==> src/sv/xie_pkg.sv <==
// Shared types, slot indices and the ModRM builder for the instruction encoder.
// Used by xie_front, xie_queue, xie_back and x86_instruction_encoder.
package xie_pkg;

   localparam int NumSlots = 13;
   localparam int SlotW    = $clog2(NumSlots);

   // Fixed byte positions of an encoded instruction, emitted in this order
   localparam logic [SlotW-1:0] SlotPrefix = SlotW'(0);
   localparam logic [SlotW-1:0] SlotRex    = SlotW'(1);
   localparam logic [SlotW-1:0] SlotOp3    = SlotW'(2);
   localparam logic [SlotW-1:0] SlotOp2    = SlotW'(3);
   localparam logic [SlotW-1:0] SlotOp1    = SlotW'(4);
   localparam logic [SlotW-1:0] SlotOp0    = SlotW'(5);
   localparam logic [SlotW-1:0] SlotModrm  = SlotW'(6);
   localparam logic [SlotW-1:0] SlotSib    = SlotW'(7);
   localparam logic [SlotW-1:0] SlotImm8   = SlotW'(8);
   localparam logic [SlotW-1:0] SlotImm32  = SlotW'(9);

   // form bit positions
   localparam int FbSingle = 0;
   localparam int FbSib    = 1;
   localparam int FbMem    = 2;
   localparam int FbImm8   = 3;
   localparam int FbImm32  = 4;
   localparam int FbSame   = 5;
   localparam int FbPerm   = 6;
   localparam int FbPrefix = 7;

   localparam logic [7:0] RexBase = 8'h40;
   localparam logic [7:0] RexW    = 8'h48;
   localparam logic [7:0] RexR    = 8'h04;
   localparam logic [7:0] RexB    = 8'h01;
   localparam logic [7:0] ModReg  = 8'hC0;
   localparam logic [7:0] ModD8   = 8'h40;
   localparam logic [7:0] ModD32  = 8'h80;
   localparam logic [7:0] RmSib   = 8'h04;

   typedef struct packed {
      logic [31:0] opcode_value;
      logic [2:0]  opcode_length;
      logic [2:0]  opcode_extension;
      logic [7:0]  prefix_byte;
      logic [31:0] immediate;
      logic [7:0]  form_bits;
      logic [1:0]  scale_code;
      logic        wide_operands;
      logic [3:0]  source_reg;
      logic [3:0]  index_reg;
      logic [3:0]  target_reg;
   } req_type;

   typedef struct packed {
      logic [7:0] code_byte;
      logic       last_byte;
   } rsp_type;

   // One classified instruction: all byte slots plus which of them are sent
   typedef struct packed {
      logic [NumSlots-1:0]      mask;
      logic [NumSlots-1:0][7:0] bytes;
   } desc_type;

   function automatic logic [7:0] build_modrm(input logic [7:0] fb,
                                              input logic [2:0] ext,
                                              input logic [3:0] src,
                                              input logic [3:0] tgt);
      logic [7:0] m;
      logic [2:0] other;
      m     = 8'h00;
      other = fb[FbSame] ? tgt[2:0] : src[2:0];
      if (fb[FbSingle]) m = m | {2'b00, ext, 3'b000};
      if (fb[FbSib])    m = m | RmSib;
      if (fb[FbMem]) begin
         if (fb[FbImm8])  m = m | ModD8;
         if (fb[FbImm32]) m = m | ModD32;
      end else begin
         m = m | ModReg;
      end
      if (!fb[FbMem] && !fb[FbSingle]) m = m | {2'b00, other, 3'b000};
      if (fb[FbMem] && !fb[FbSib])     m = m | {5'b00000, other};
      if (fb[FbMem]) m = m | {2'b00, tgt[2:0], 3'b000};
      else           m = m | {5'b00000, tgt[2:0]};
      if (fb[FbPerm]) begin
         if (fb[FbSingle]) m = {m[7:3], src[2:0]};
         else              m = {m[7:6], m[2:0], m[5:3]};
      end
      return m;
   endfunction

endpackage

==> src/sv/x86_instruction_encoder.sv <==
// x86-64 instruction encoder: one instruction description in, its bytes out.
// The request side pushes a description (req_push while req_full is low);
// the response side offers one machine-code byte at a time on rsp_data
// while rsp_empty is low, with last_byte set on the final byte, and the
// receiver takes it with rsp_pop.
// Byte order: repeat prefix, REX, one to four opcode bytes, ModRM, SIB,
// imm8, imm32 (little-endian), 2 to 13 bytes per instruction.
// The first byte passes a queue entry, the sequencer and the result register.
// Throughput: one byte per cycle through the single result register while the
// receiver keeps taking bytes; the sequencer loads the next instruction on the
// beat that sends its predecessor's last byte.
// A two-entry queue sits between the classifying front end and the byte
// sequencer, so requests keep being accepted while bytes drain.
// When the receiver stalls, the current byte holds, the sequencer waits and
// the queue fills; req_full rises once both entries are taken.
// Reset (synchronous) empties the queue, the sequencer and the result register.
// Depends on xie_pkg, xie_front, xie_queue and xie_back.
module x86_instruction_encoder (
   input  logic             clock,
   input  logic             reset,
   input  logic             req_push,
   output logic             req_full,
   input  xie_pkg::req_type req_data,
   output logic             rsp_empty,
   input  logic             rsp_pop,
   output xie_pkg::rsp_type rsp_data
);

   xie_pkg::desc_type front_desc;
   xie_pkg::desc_type q_data;
   logic              q_valid, q_pop;

   xie_front u_front (
      .req  (req_data),
      .desc (front_desc)
   );

   xie_queue u_queue (
      .clock    (clock),
      .reset    (reset),
      .wr_en    (req_push),
      .wr_data  (front_desc),
      .full     (req_full),
      .rd_en    (q_pop),
      .rd_valid (q_valid),
      .rd_data  (q_data)
   );

   xie_back u_back (
      .clock     (clock),
      .reset     (reset),
      .q_valid   (q_valid),
      .q_data    (q_data),
      .q_pop     (q_pop),
      .rsp_empty (rsp_empty),
      .rsp_pop   (rsp_pop),
      .rsp_data  (rsp_data)
   );

endmodule

==> src/sv/xie_front.sv <==
// Front end: classifies one instruction description into byte slots.
// Depends on xie_pkg for the request and slot descriptor types.
module xie_front (
   input  xie_pkg::req_type  req,
   output xie_pkg::desc_type desc
);

   logic       need_rex;
   logic       swap;
   logic [7:0] rex;
   logic [7:0] fb;

   assign fb = req.form_bits;

   always_comb begin
      need_rex = req.wide_operands | req.target_reg[3] | req.source_reg[3] |
                 req.index_reg[3];
      swap = fb[xie_pkg::FbPerm] | fb[xie_pkg::FbMem];
      rex  = xie_pkg::RexBase;
      if (req.wide_operands) rex = rex | xie_pkg::RexW;
      if (req.target_reg[3]) rex = rex | (swap ? xie_pkg::RexR : xie_pkg::RexB);
      if (req.source_reg[3]) rex = rex | (swap ? xie_pkg::RexB : xie_pkg::RexR);

      desc = '0;
      desc.bytes[xie_pkg::SlotPrefix] = req.prefix_byte;
      desc.bytes[xie_pkg::SlotRex]    = rex;
      desc.bytes[xie_pkg::SlotOp3]    = req.opcode_value[31:24];
      desc.bytes[xie_pkg::SlotOp2]    = req.opcode_value[23:16];
      desc.bytes[xie_pkg::SlotOp1]    = req.opcode_value[15:8];
      desc.bytes[xie_pkg::SlotOp0]    = req.opcode_value[7:0];
      desc.bytes[xie_pkg::SlotModrm]  = xie_pkg::build_modrm(fb, req.opcode_extension,
                                                             req.source_reg,
                                                             req.target_reg);
      desc.bytes[xie_pkg::SlotSib]    = {req.scale_code, req.index_reg[2:0],
                                         req.source_reg[2:0]};
      desc.bytes[xie_pkg::SlotImm8]   = req.immediate[7:0];
      desc.bytes[xie_pkg::SlotImm32]     = req.immediate[7:0];
      desc.bytes[xie_pkg::SlotImm32 + 1] = req.immediate[15:8];
      desc.bytes[xie_pkg::SlotImm32 + 2] = req.immediate[23:16];
      desc.bytes[xie_pkg::SlotImm32 + 3] = req.immediate[31:24];

      desc.mask[xie_pkg::SlotPrefix] = fb[xie_pkg::FbPrefix];
      desc.mask[xie_pkg::SlotRex]    = need_rex;
      // lengths above four saturate, zero still sends the final byte
      desc.mask[xie_pkg::SlotOp3]    = req.opcode_length >= 3'd4;
      desc.mask[xie_pkg::SlotOp2]    = req.opcode_length >= 3'd3;
      desc.mask[xie_pkg::SlotOp1]    = req.opcode_length >= 3'd2;
      desc.mask[xie_pkg::SlotOp0]    = 1'b1;
      desc.mask[xie_pkg::SlotModrm]  = 1'b1;
      desc.mask[xie_pkg::SlotSib]    = fb[xie_pkg::FbSib];
      desc.mask[xie_pkg::SlotImm8]   = fb[xie_pkg::FbImm8];
      desc.mask[xie_pkg::SlotImm32]     = fb[xie_pkg::FbImm32];
      desc.mask[xie_pkg::SlotImm32 + 1] = fb[xie_pkg::FbImm32];
      desc.mask[xie_pkg::SlotImm32 + 2] = fb[xie_pkg::FbImm32];
      desc.mask[xie_pkg::SlotImm32 + 3] = fb[xie_pkg::FbImm32];
   end

endmodule

==> src/sv/xie_queue.sv <==
// Two-entry queue of classified instructions between front and back end.
// Depends on xie_pkg for the descriptor type.
module xie_queue (
   input  logic              clock,
   input  logic              reset,
   input  logic              wr_en,
   input  xie_pkg::desc_type wr_data,
   output logic              full,
   input  logic              rd_en,
   output logic              rd_valid,
   output xie_pkg::desc_type rd_data
);

   xie_pkg::desc_type entry_ff [2];
   logic       wr_ptr_ff, wr_ptr_in;
   logic       rd_ptr_ff, rd_ptr_in;
   logic [1:0] count_ff, count_in;
   logic       do_wr, do_rd;

   assign full     = count_ff == 2'd2;
   assign rd_valid = count_ff != 2'd0;
   assign rd_data  = entry_ff[rd_ptr_ff];
   assign do_wr    = wr_en & ~full;
   assign do_rd    = rd_en & rd_valid;

   always_comb begin
      wr_ptr_in = do_wr ? ~wr_ptr_ff : wr_ptr_ff;
      rd_ptr_in = do_rd ? ~rd_ptr_ff : rd_ptr_ff;
      count_in  = count_ff;
      if (do_wr && !do_rd) count_in = count_ff + 2'd1;
      if (do_rd && !do_wr) count_in = count_ff - 2'd1;
   end

   always_ff @(posedge clock) begin
      if (reset) begin
         wr_ptr_ff <= 1'b0;
         rd_ptr_ff <= 1'b0;
         count_ff  <= 2'd0;
      end else begin
         wr_ptr_ff <= wr_ptr_in;
         rd_ptr_ff <= rd_ptr_in;
         count_ff  <= count_in;
      end
   end

   always_ff @(posedge clock) begin
      if (do_wr) entry_ff[wr_ptr_ff] <= wr_data;
   end

endmodule

==> src/sv/xie_back.sv <==
// Back end: walks the sent slots of one instruction into the result register,
// a byte a beat unless stalled; xie_pkg gives descriptor and result types.
module xie_back (
   input  logic              clock,
   input  logic              reset,
   input  logic              q_valid,
   input  xie_pkg::desc_type q_data,
   output logic              q_pop,
   output logic              rsp_empty,
   input  logic              rsp_pop,
   output xie_pkg::rsp_type  rsp_data
);

   logic [xie_pkg::NumSlots-1:0]      mask_ff, mask_in;
   logic [xie_pkg::NumSlots-1:0][7:0] bytes_ff;
   logic                              out_valid_ff, out_valid_in;
   xie_pkg::rsp_type                  out_ff, out_in;
   logic [xie_pkg::SlotW-1:0]         sel;
   logic [xie_pkg::NumSlots-1:0]      mask_after;
   logic                              active, out_free, emit, load;

   assign active   = |mask_ff;
   assign out_free = ~out_valid_ff | rsp_pop;
   assign emit     = active & out_free;

   // lowest pending slot goes next
   always_comb begin
      sel = '0;
      for (int i = xie_pkg::NumSlots - 1; i >= 0; i--) begin
         if (mask_ff[i]) sel = xie_pkg::SlotW'(i);
      end
   end

   assign mask_after = mask_ff & ~({{(xie_pkg::NumSlots-1){1'b0}}, 1'b1} << sel);
   // take the next instruction on the beat that sends the last byte
   assign load  = q_valid & (~active | (emit & (mask_after == '0)));
   assign q_pop = load;

   always_comb begin
      mask_in = mask_ff;
      if (load)      mask_in = q_data.mask;
      else if (emit) mask_in = mask_after;
      out_valid_in = emit ? 1'b1 : (rsp_pop ? 1'b0 : out_valid_ff);
      out_in       = out_ff;
      if (emit) begin
         out_in.code_byte = bytes_ff[sel];
         out_in.last_byte = mask_after == '0;
      end
   end

   always_ff @(posedge clock) begin
      if (reset) begin
         mask_ff      <= '0;
         out_valid_ff <= 1'b0;
      end else begin
         mask_ff      <= mask_in;
         out_valid_ff <= out_valid_in;
      end
   end

   always_ff @(posedge clock) begin
      out_ff <= out_in;
      if (load) bytes_ff <= q_data.bytes;
   end

   assign rsp_empty = ~out_valid_ff;
   assign rsp_data  = out_ff;

endmodule
==> config.mk <==
export PLATFORM = sky130hd
export DESIGN_NAME = x86_instruction_encoder
export DESIGN_NICKNAME = d
export VERILOG_FILES = /design/src/sv/xie_pkg.sv /design/src/sv/x86_instruction_encoder.sv /design/src/sv/xie_front.sv /design/src/sv/xie_queue.sv /design/src/sv/xie_back.sv
export SDC_FILE = /design/constraint.sdc
export NUM_CORES = 1
export LEC_CHECK = 0
export BUFFER_PORTS_ARGS = -buffer_cell sky130_fd_sc_hd__buf_2
export CORE_ASPECT_RATIO = 0.6
export CORE_MARGIN = 5
export CORE_UTILIZATION = 45
export CTS_CLUSTER_DIAMETER = 200
export CTS_CLUSTER_SIZE = 28
export DETAILED_ROUTE_END_ITERATION = 10
export PLACE_DENSITY = 0.65
export SLEW_MARGIN = 10
export SYNTH_ARGS = -nofsm -noshare
export SYNTH_HDL_FRONTEND = slang
export SYNTH_HIERARCHICAL = 1
export SYNTH_SLANG_ARGS = --single-unit
==> constraint.sdc <==
create_clock -name clock -period 6.65 [get_ports clock]
set_input_delay 0.665 -clock clock [delete_from_list [all_inputs] [get_ports clock]]
set_output_delay 0.665 -clock clock [all_outputs]
set_load 0.02 [all_outputs]
==> flow_metrics.env, run 1 <==
export IMPL_status="finished clean"
export IMPL_drv_cap=0
export IMPL_clk_latency_ns=0.52
export IMPL_clk_pin_slew_ns=0.11
export IMPL_antenna_left=0
export IMPL_min_period_ns=4.20
export IMPL_antenna_found_initial=0
export IMPL_drcViolationCount=0
export IMPL_syn_area_per_cell_sq_um=15.7
export IMPL_firstDrtPassIters=6
export IMPL_totalWireLength_um=30400
export IMPL_antenna_cells=0
export IMPL_gp_congestion=0.845
export IMPL_post_cts_buffers=0
export IMPL_peakVddDrop_mv=0.288
export IMPL_critPathLaunchType="register"
export IMPL_p_int_w=0.00473
export IMPL_clock_fmax_mhz=238
export IMPL_holdBufCountCts=0
export IMPL_clkPwrFrac_pct=16.2
export IMPL_leakage_nw=5.58
export IMPL_grt_start_max_net_pins=70
export IMPL_core_area_sq_um=33800
export IMPL_drive_above_1_share_pct=28.7
export IMPL_vias_per_cell=5.45
export IMPL_cts_resized=0
export IMPL_post_synth_main_area_contributors="edfxtp_1 (68%), mux2_2 (8.7%), buf_4 (5.2%), dfxtp_1 (2.5%), a211oi_1 (2.4%)"
export IMPL_grt_pass1_vias=7703
export IMPL_grtUsageTotal_pct=15.4
export IMPL_fin_util_pct=47.8
export IMPL_path_class="reg -> reg"
export IMPL_crit_arrival_ns=4.67
export IMPL_fillers=2894
export IMPL_numPortBuffers=115
export IMPL_p_switching_w=0.00249
export IMPL_fp_dieH_um=153
export IMPL_yosysTopAreaCell="edfxtp_1"
export IMPL_wl_per_cell_um=21.0
export IMPL_overflow=0
export IMPL_grt_pass1_wl_um=46000
export IMPL_root_buffer="clkbuf_16"
export IMPL_p_sw_share_pct=34.4
export IMPL_io_pins=116
export IMPL_clock_sinks=366
export IMPL_met2_length_um=13300
export IMPL_powerDensity_nw_per_um2=447
export IMPL_clk_path_buf_depth=3
export IMPL_fp_row_count=52
export IMPL_fin_cells=1446
export IMPL_die_w_um=249
export IMPL_area_growth_pct=4.74
export IMPL_start_util_pct=45.6
export IMPL_dp_cells=1422
export IMPL_relSlewSlack_pct=34.8
export IMPL_setup_viol=0
export IMPL_wl_met1_um=14700
export IMPL_cts_tree="yes"
export IMPL_power_frac_seq_pct=51.0
export IMPL_yosys_warnings=6
export IMPL_hold_class="in -> reg"
export IMPL_top_layer="met4"
export IMPL_ys_seq_area_share_pct=70.1
export IMPL_hpwlAfterDp_um=20200
export IMPL_power_frac_comb_pct=32.8
export IMPL_dr_total_vias=7882
export IMPL_final_nets=1088
export IMPL_fp_dieArea_sq_um=38200
export IMPL_wl_met3_um=2150
export IMPL_dr_first_iter_drc_count=727
export IMPL_rsz0062_at_grt="false"
export IMPL_final_setup_tns_ns=0
export IMPL_crit_required_ns=7.12
export IMPL_synth_distinct_cells=67
export IMPL_fin_crit_sh_pct=63.1
export IMPL_slew_viol_final=0
export IMPL_worstMarginPinSlew_ns=0.977
export IMPL_crit_fanout=67
export IMPL_synth_area_sq_um=15400
export IMPL_skew_ns=0.0299
export IMPL_synth_edff_count=347
export IMPL_hold_viol_final=0
export IMPL_numCtsBuffers=17
export IMPL_ys_ff_latch=366
export IMPL_synthCells=982
export IMPL_ys_flop_type="edfxtp_1"
export IMPL_synthArstFlopShare_pct=0
export IMPL_yosys_area_top_type_share_pct=67.6
export IMPL_ctsHtreeMaxLevel=1
export IMPL_synthMostInstantiatedCell="edfxtp_1"
export IMPL_end_kind="register"
export IMPL_ys_top_cells_by_count="edfxtp_1 (347), mux2_2 (119), buf_4 (106)"
## registers in the layout, indices dropped and copies added, names as in the netlist, named ones only
register and flops:
u_queue/entry_ff 234, u_back/bytes_ff 104, u_back/mask_ff 13, u_back/rsp_data 9, u_queue/count_ff 2, u_back/out_valid_ff 1, u_queue/rd_ptr_ff 1, u_queue/wr_ptr_ff 1
## area by class of cell
class / count / area (sq um) / share of cell area (%)
well taps: 459 / 574 / 3.56
clock inverters: 2 / 38.8 / 0.240
inverters: 40 / 153 / 0.945
multi-input cells: 430 / 3470 / 21.5
clock buffers: 22 / 444 / 2.75
repair buffers: 127 / 666 / 4.12
flip-flops and latches: 366 / 10800 / 66.9
## power by group through the flow
stage / Combinational (W) / Clock, W / Sequential [W]
final: 0.00237 / 0.00117 / 0.00368
after floorplan: 0.00173 / 0 / 0.00366
after CTS: 0.00237 / 0.00120 / 0.00369
after global routing: 0.00255 / 0.00131 / 0.00375
after global placement: 0.00235 / 0 / 0.00373
after detailed placement: 0.00235 / 0 / 0.00374
## final timing paths
path                           from                       end  slack (ns)  depth (start not counted)
setup / recovery  u_back/mask_ff[0]       u_queue/count_ff[1]        2.45                         10
hold / removal         req_data[54]  u_queue/entry_ff[1][103]        0.31                          1
setup reg to reg  u_back/mask_ff[0]       u_queue/count_ff[1]        2.45                         10
hold reg to reg   u_queue/wr_ptr_ff         u_queue/wr_ptr_ff        0.50                          2
## stage by stage
stage | hold WS [ns] | instance area (sq um) | power [W] | setup slack [ns]
floorplan | 0.452 | 15400 | 0.00539 | 0.914
CTS | 0.290 | 16100 | 0.00726 | 2.40
global placement | 0.477 | 15700 | 0.00608 | 2.44
global route | 0.284 | 16100 | 0.00761 | 2.21
detailed placement | 0.493 | 15700 | 0.00609 | 2.42
finish | 0.314 | 16100 | 0.00722 | 2.45
## cell families after synthesis
logic type / share of synthesized area (%)
XOR/XNOR: 0.170
AO/OA/AOI/OAI: 7.67
adder cells (fa/ha/maj): 0.0812
buffers and inverters: 7.69
flip-flops: 70.1
multiplexers: 10.4
other: 0.0487
AND/OR/NAND/NOR: 3.90
## metal layers
metal	track usage [%]	vias to the layer above
met1	24.1	4020
met4	1.63	0
met3	3.82	19
met2	22.7	222
met5	0	-
li1	-	3621
## cell usage in the layout, fill, tap and decap left out, types with 8 or more instances in the layout
| cell | synthesis | routed |
|---|---|---|
| a211o_1 | 25 | 25 |
| a21oi_1 | 17 | 17 |
| buf_4 | 106 | 12 |
| nand4_1 | 13 | 13 |
| a211oi_1 | 49 | 49 |
| a31oi_1 | 13 | 13 |
| nand2b_1 | 8 | 8 |
| clkbuf_16 | 0 | 17 |
| dfxtp_1 | 19 | 18 |
| buf_2 | 14 | 115 |
| nor3_1 | 8 | 8 |
| inv_1 | 37 | 36 |
| mux2_2 | 119 | 119 |
| mux2i_1 | 26 | 26 |
| nand2_1 | 29 | 29 |
| edfxtp_1 | 347 | 347 |
| o21ai_1 | 13 | 13 |
| nor2_1 | 22 | 22 |
## critical path, stage by stage (launching register included)
cell and delay [ns]:
dfxtp_1 0.41, or4_4 0.63, o41a_1 0.42, a211o_1 0.26
nor4_4 0.40, and4_1 0.27, o21a_4 0.72, o21a_1 0.26
ha_1 0.26, or3_1 0.35, a21oi_1 0.14
Power figures use the tool's default switching activity.
==> run 2, diff against run 1 <==
--- a/config.mk
+++ b/config.mk
@@ -5,6 +5,7 @@
 export SDC_FILE = /design/constraint.sdc
 export NUM_CORES = 1
 export LEC_CHECK = 0
+export ABC_AREA = 1
 export BUFFER_PORTS_ARGS = -buffer_cell sky130_fd_sc_hd__buf_2
 export CORE_ASPECT_RATIO = 0.6
 export CORE_MARGIN = 5
==> constraint.sdc (replaced) <==
create_clock -name clock -period 4.3 [get_ports clock]
set_input_delay 0.43 -clock clock [delete_from_list [all_inputs] [get_ports clock]]
set_output_delay 0.43 -clock clock [all_outputs]
set_load 0.02 [all_outputs]
==> flow_metrics.env, run 2 <==
export IMPL_status="finished clean"
export IMPL_gp_congestion=0.908
export IMPL_grt_pass1_wl_um=46300
export IMPL_crit_required_ns=4.59
export IMPL_min_period_ns=3.34
export IMPL_design_area_sq_um=16200
export IMPL_drv_cap=0
export IMPL_root_buffer="clkbuf_16"
export IMPL_synth_distinct_cells=31
export IMPL_largest_register="u_queue/entry_ff"
export IMPL_ys_flop_type="edfxtp_1"
export IMPL_fin_crit_sh_pct=77.6
export IMPL_end_kind="register"
export IMPL_post_cts_buffers=0
export IMPL_fp_dieH_um=153
export IMPL_cts_resized=0
export IMPL_numPortBuffers=115
export IMPL_post_synth_main_area_contributors="edfxtp_1 (68%), mux2_2 (6.4%), buf_4 (5.2%), nand2_1 (4.1%), mux2_4 (2.9%)"
export IMPL_top_regs="u_queue/entry_ff x234, u_back/bytes_ff x104, u_back/mask_ff x13"
export IMPL_critPathMaxStageDelay_ns=0.38
export IMPL_holdBufCountCts=0
export IMPL_hp_start="req_data[14]"
export IMPL_rsz0062_at_grt="false"
export IMPL_synthMostInstantiatedCell="edfxtp_1"
export IMPL_crit_fanout=18
export IMPL_numCtsBuffers=17
export IMPL_fillers=2981
export IMPL_yosys_warnings=6
export IMPL_ctsHtreeMaxLevel=1
export IMPL_synthArstFlopShare_pct=0
export IMPL_antenna_found_initial=1
export IMPL_clock_sinks=366
export IMPL_hold_depth=1
export IMPL_ys_seq_area_share_pct=70.0
export IMPL_hpwlAfterDp_um=20100
export IMPL_reg2reg_to="u_back/rsp_data[7]"
export IMPL_grtUsageTotal_pct=15.3
export IMPL_path_class="reg -> reg"
export IMPL_fp_row_count=52
export IMPL_place_area_sq_um=15700
export IMPL_critPathLaunchType="register"
export IMPL_rrSetupSlack_ns=0.96
export IMPL_synth_edff_count=347
export IMPL_grt_pass1_vias=7855
export IMPL_dr_first_iter_drc_count=808
export IMPL_synthSimpleGateAreaFrac_pct=8.69
export IMPL_setup_viol=0
export IMPL_final_nets=1219
export IMPL_drive_above_1_share_pct=25.0
export IMPL_muxShareOfSynthArea_pct=9.28
export IMPL_syn_area_per_cell_sq_um=13.9
export IMPL_synthCells=1109
export IMPL_synth_top_family_by_area="multiplexers"
export IMPL_worstMarginPinSlew_ns=1.00
export IMPL_cp_slowest_cell="dfxtp_1"
export IMPL_rr_worst_depth=19
export IMPL_synth_area_sq_um=15400
export IMPL_cp_common_cell="nand2_1"
export IMPL_synth_compound_area_share_pct=3.47
export IMPL_overflow=0
export IMPL_vias_per_cell=5.14
export IMPL_fp_dieArea_sq_um=38200
export IMPL_peakVddDrop_mv=0.434
export IMPL_dp_cells=1553
export IMPL_fin_cells=1584
export IMPL_leakage_nw=5.91
export IMPL_r2r_start="u_back/mask_ff[10]"
export IMPL_largest_register_ffs=234
export IMPL_hold_viol_final=0
export IMPL_dr_total_vias=8136
export IMPL_crit_chain="inv_1 > nand2_1 > nand2_1 > nand2_1 > nand2_1 > nand2_1 > nand2_1 > nand2_1 > nand2_1 > nand2_1 > nand2_1 > nand2_2 > inv_1 > nand2_1 > a21oi_1 > o21ai_0 > o21ai_0 > a22oi_1 > nand2_1"
export IMPL_grt_start_max_net_pins=106
export IMPL_cts_tree="yes"
export IMPL_die_w_um=249
export IMPL_yosys_area_top_type_share_pct=67.6
export IMPL_clk_path_buf_depth=3
export IMPL_wl_per_cell_um=19.2
export IMPL_holdPathEnd="u_queue/entry_ff[1][63]"
export IMPL_layout_commonest_cell="edfxtp_1"
export IMPL_totalWireLength_um=30400
export IMPL_clk_pin_slew_ns=0.11
export IMPL_antenna_left=0
export IMPL_clock_fmax_mhz=300
export IMPL_synth_fa_ha_area_share_pct=0.0811
export IMPL_powerDensity_nw_per_um2=695
export IMPL_drcViolationCount=0
export IMPL_crit_arrival_ns=3.63
export IMPL_hold_class="in -> reg"
export IMPL_start_util_pct=45.7
export IMPL_relSlewSlack_pct=33.0
export IMPL_ys_ff_latch=366
export IMPL_layout_common_cells="edfxtp_1 (347), nand2_1 (170), buf_2 (115), mux2_2 (87), nand3_1 (81)"
export IMPL_core_area_sq_um=33800
export IMPL_yosys_area_share_xor_xnor_pct=0
export IMPL_clk_latency_ns=0.52
export IMPL_ys_top_cells_by_count="edfxtp_1 (347), nand2_1 (170), buf_4 (106)"
export IMPL_area_growth_pct=5.31
export IMPL_skew_ns=0.0320
export IMPL_firstDrtPassIters=7
export IMPL_p_total_w=0.0113
export IMPL_io_pins=116
export IMPL_yosysTopAreaCell="edfxtp_1"
export IMPL_slew_viol_final=0
export IMPL_final_setup_tns_ns=0
## run 2: changes by cell type after synthesis, moves of 13 or more
cell / delta
a21oi_1: +23
mux2_2: -32
mux2_4: +30
o21ai_0: +24
o211ai_1: +13
o21ai_1: -13
nand2_1: +141
a211oi_1: -49
nand3_1: +78
a211o_1: -25
inv_1: +34
mux2i_1: -26
## run 2: metrics by stage
step / utilization, % / hold WS [ns] / setup slack, ns
floorplan: - / 0.465 / -0.000994
global placement: 46.6 / 0.486 / 1.05
detailed placement: 46.6 / 0.498 / 1.05
CTS: 48.1 / 0.0467 / 0.983
global route: 48.1 / 0.0487 / 0.640
finish: 48.1 / 0.0779 / 0.963
## run 2: how the worst max path moves through the flow
stage,start,to,slack [ns],cells after the start
6_report,u_back/mask_ff[10],u_back/rsp_data[7],0.96,19
5_1_grt,u_back/mask_ff[8],u_queue/count_ff[1],0.64,24
4_1_cts,u_back/mask_ff[10],u_back/rsp_data[7],0.98,19
3_5_place_dp,u_back/mask_ff[10],u_back/rsp_data[7],1.05,19
3_3_place_gp,u_back/mask_ff[9],u_back/bytes_ff[32],1.05,17
2_1_floorplan,u_back/mask_ff[11],u_queue/count_ff[1],-0.001,23
## run 2: report_power, final
part           switching (W)  total (W)  internal, W
sequential          0.000390    0.00564      0.00525
combinational        0.00255    0.00379      0.00125
clock                0.00107    0.00185     0.000775
total                0.00401     0.0113      0.00727
## run 2: metal layers
| metal | GRT usage [%] | vias up | wire, um |
|---|---|---|---|
| met5 | 0 | - | 0 |
| met4 | 1.89 | 0 | 345 |
| met3 | 2.82 | 27 | 1840 |
| met2 | 23.0 | 211 | 13600 |
| met1 | 24.1 | 4059 | 14600 |
| li1 | - | 3839 | - |
## run 2: logic make-up (layout without fill, tap and decap cells)
family,count (synthesis),in the layout
AO/OA/AOI/OAI,95,95
adder cells (fa/ha/maj),1,1
buffers and inverters,219,229
flip-flops,366,366
multiplexers,117,117
other,2,8
AND/OR/NAND/NOR,309,309
## run 2: layout make-up
class | count | area (sq um) | area share, %
Antenna cell | 1 | 2.50 | 0.0154
Clock buffer | 28 | 467 | 2.87
Clock inverter | 2 | 38.8 | 0.239
Inverter | 73 | 277 | 1.70
Multi-Input combinational cell | 529 | 3370 | 20.7
Sequential cell | 366 | 10800 | 66.5
Tap cell | 459 | 574 | 3.54
Timing Repair Buffer | 126 | 708 | 4.36
## run 2: critical path, delay by kind of cell (launching register included)
kind / cells / cell delay [ns]
buffers and inverters: 2 / 0.42
DFF: 1 / 0.38
AOI/OAI and AO/OA: 4 / 0.88
and+or+nand+nor: 13 / 1.41
==> run 3, diff against run 2 <==
==> constraint.sdc (replaced) <==
create_clock -name clock -period 3.45 [get_ports clock]
set_input_delay 0.345 -clock clock [delete_from_list [all_inputs] [get_ports clock]]
set_output_delay 0.345 -clock clock [all_outputs]
set_load 0.02 [all_outputs]
==> flow_metrics.env, run 3 (synthesis results as in run 2) <==
export IMPL_status="finished clean"
export IMPL_gp_congestion=0.891
export IMPL_drcViolationCount=0
export IMPL_final_nets=1286
export IMPL_grt_start_max_net_pins=106
export IMPL_clock_sinks=366
export IMPL_overflow=0
export IMPL_p_total_w=0.0142
export IMPL_numPortBuffers=115
export IMPL_critPathLaunchType="register"
export IMPL_vias_per_cell=5.04
export IMPL_dp_slack_ns=0.365
export IMPL_crit_fanout=105
export IMPL_numCtsBuffers=17
export IMPL_ctsHtreeMaxLevel=1
export IMPL_dp_cells=1563
export IMPL_crit_required_ns=3.61
export IMPL_min_period_ns=3.15
export IMPL_powerDensity_nw_per_um2=837
export IMPL_dr_first_iter_drc_count=669
export IMPL_area_growth_pct=9.75
export IMPL_dr_total_vias=8307
export IMPL_totalWireLength_um=30200
export IMPL_fp_dieArea_sq_um=38200
export IMPL_fin_ws_ns=0.299
export IMPL_relSlewSlack_pct=50.4
export IMPL_hpwlAfterDp_um=20000
export IMPL_skew_ns=0.0307
export IMPL_layout_commonest_cell="edfxtp_1"
export IMPL_drive_above_1_share_pct=24.9
export IMPL_antenna_cells=0
export IMPL_root_buffer="clkbuf_16"
export IMPL_fp_row_count=52
export IMPL_largest_register="u_queue/entry_ff"
export IMPL_grt_pass1_wl_um=46900
export IMPL_path_class="reg -> reg"
export IMPL_antenna_left=0
export IMPL_clk_path_buf_depth=3
export IMPL_top_regs="u_queue/entry_ff x234, u_back/bytes_ff x104, u_back/mask_ff x13"
export IMPL_peakVddDrop_mv=0.740
export IMPL_setup_viol=0
export IMPL_hold_viol_final=0
export IMPL_post_cts_buffers=0
export IMPL_die_w_um=249
export IMPL_clk_latency_ns=0.52
export IMPL_layout_common_cells="edfxtp_1 (347), nand2_1 (169), buf_2 (115), mux2_2 (87), nand3_1 (80)"
export IMPL_grt_pass1_vias=8234
export IMPL_firstDrtPassIters=7
export IMPL_hold_class="in -> reg"
export IMPL_rsz0062_at_grt="false"
export IMPL_crit_arrival_ns=3.31
export IMPL_fin_crit_sh_pct=91.3
export IMPL_wl_per_cell_um=18.3
export IMPL_fp_dieH_um=153
export IMPL_hold_slack_ns=0.0178
export IMPL_drv_cap=0
export IMPL_leakage_nw=6.20
export IMPL_antenna_found_initial=1
export IMPL_slew_viol_final=0
export IMPL_fin_cells=1649
export IMPL_cts_tree="yes"
export IMPL_worstMarginPinSlew_ns=0.742
export IMPL_start_util_pct=45.7
export IMPL_grtUsageTotal_pct=15.5
export IMPL_core_area_sq_um=33800
export IMPL_io_pins=116
export IMPL_end_kind="register"
export IMPL_clock_fmax_mhz=317
export IMPL_largest_register_ffs=234
export IMPL_clk_pin_slew_ns=0.11
run 3: cell types whose count changed in the layout (fill, tap and decap cells not counted), sizes merged:
cell         change
inv              -2
diode            -1
clkinvlp         +1
dlygate4sd3     +57
buf             +10
run 3: area by class of cell:
class / instances / area (sq um)
fillers: 2841 / 16800
flip-flops and latches: 366 / 10800
multi-input cells: 529 / 3370
repair buffers: 193 / 1390
well taps: 459 / 574
clock buffers: 28 / 467
inverters: 73 / 278
clock inverters: 1 / 30.0
run 3: layer usage:
metal / global-route usage, % / wire length (um)
met1: 23.7 / 14600
met2: 23.9 / 13800
met3: 2.73 / 1470
met4: 2.07 / 320
met5: 0 / 0
run 3: worst paths after layout:
| kind | endpoint | slack [ns] | cells after the start | startpoint |
|---|---|---|---|---|
| setup reg to reg | u_back/bytes_ff[17] | 0.30 | 15 | u_back/mask_ff[5] |
| setup / recovery | u_back/bytes_ff[17] | 0.30 | 15 | u_back/mask_ff[5] |
| hold reg to reg | register | 0.52 | 2 | u_queue/rd_ptr_ff |
| hold / removal | u_queue/entry_ff[1][25] | 0.02 | 1 | req_data[86] |
run 3: timing repair:
action,4_1_cts,5_1_grt
resized for setup,0,1
endpoints found under the hold margin,91,15
hold buffers,49,8
endpoints found under the setup margin,0,23
run 3: report_power, final:
part,internal [W],switching [W]
Sequential,0.00653,0.000477
Clock,0.000960,0.00132
Combinational,0.00168,0.00319
run 3: critical path, cell delays in order, from the launching register on:
cell and delay [ns]:
dfxtp_1 0.36, nor2_1 0.13, and3_1 0.24, nand2_1 0.08, nand2_2 0.22, nand2_2 0.14
inv_2 0.14, nand3_2 0.08, nand2_1 0.06, nand2_1 0.05, a21oi_1 0.12, nand3_1 0.13
nor2_1 0.13, nand3_2 0.12, a21oi_4 0.20, buf_12 0.42
run 3: per-stage QoR:
stage	TNS [ns]	util, %	area (sq um)
after floorplan	-116.56	-	15500
after global routing	0	50.1	16900
after global placement	0	47.0	15900
after detailed placement	0	47.0	15900
after CTS	0	49.9	16800
final	0	50.1	16900
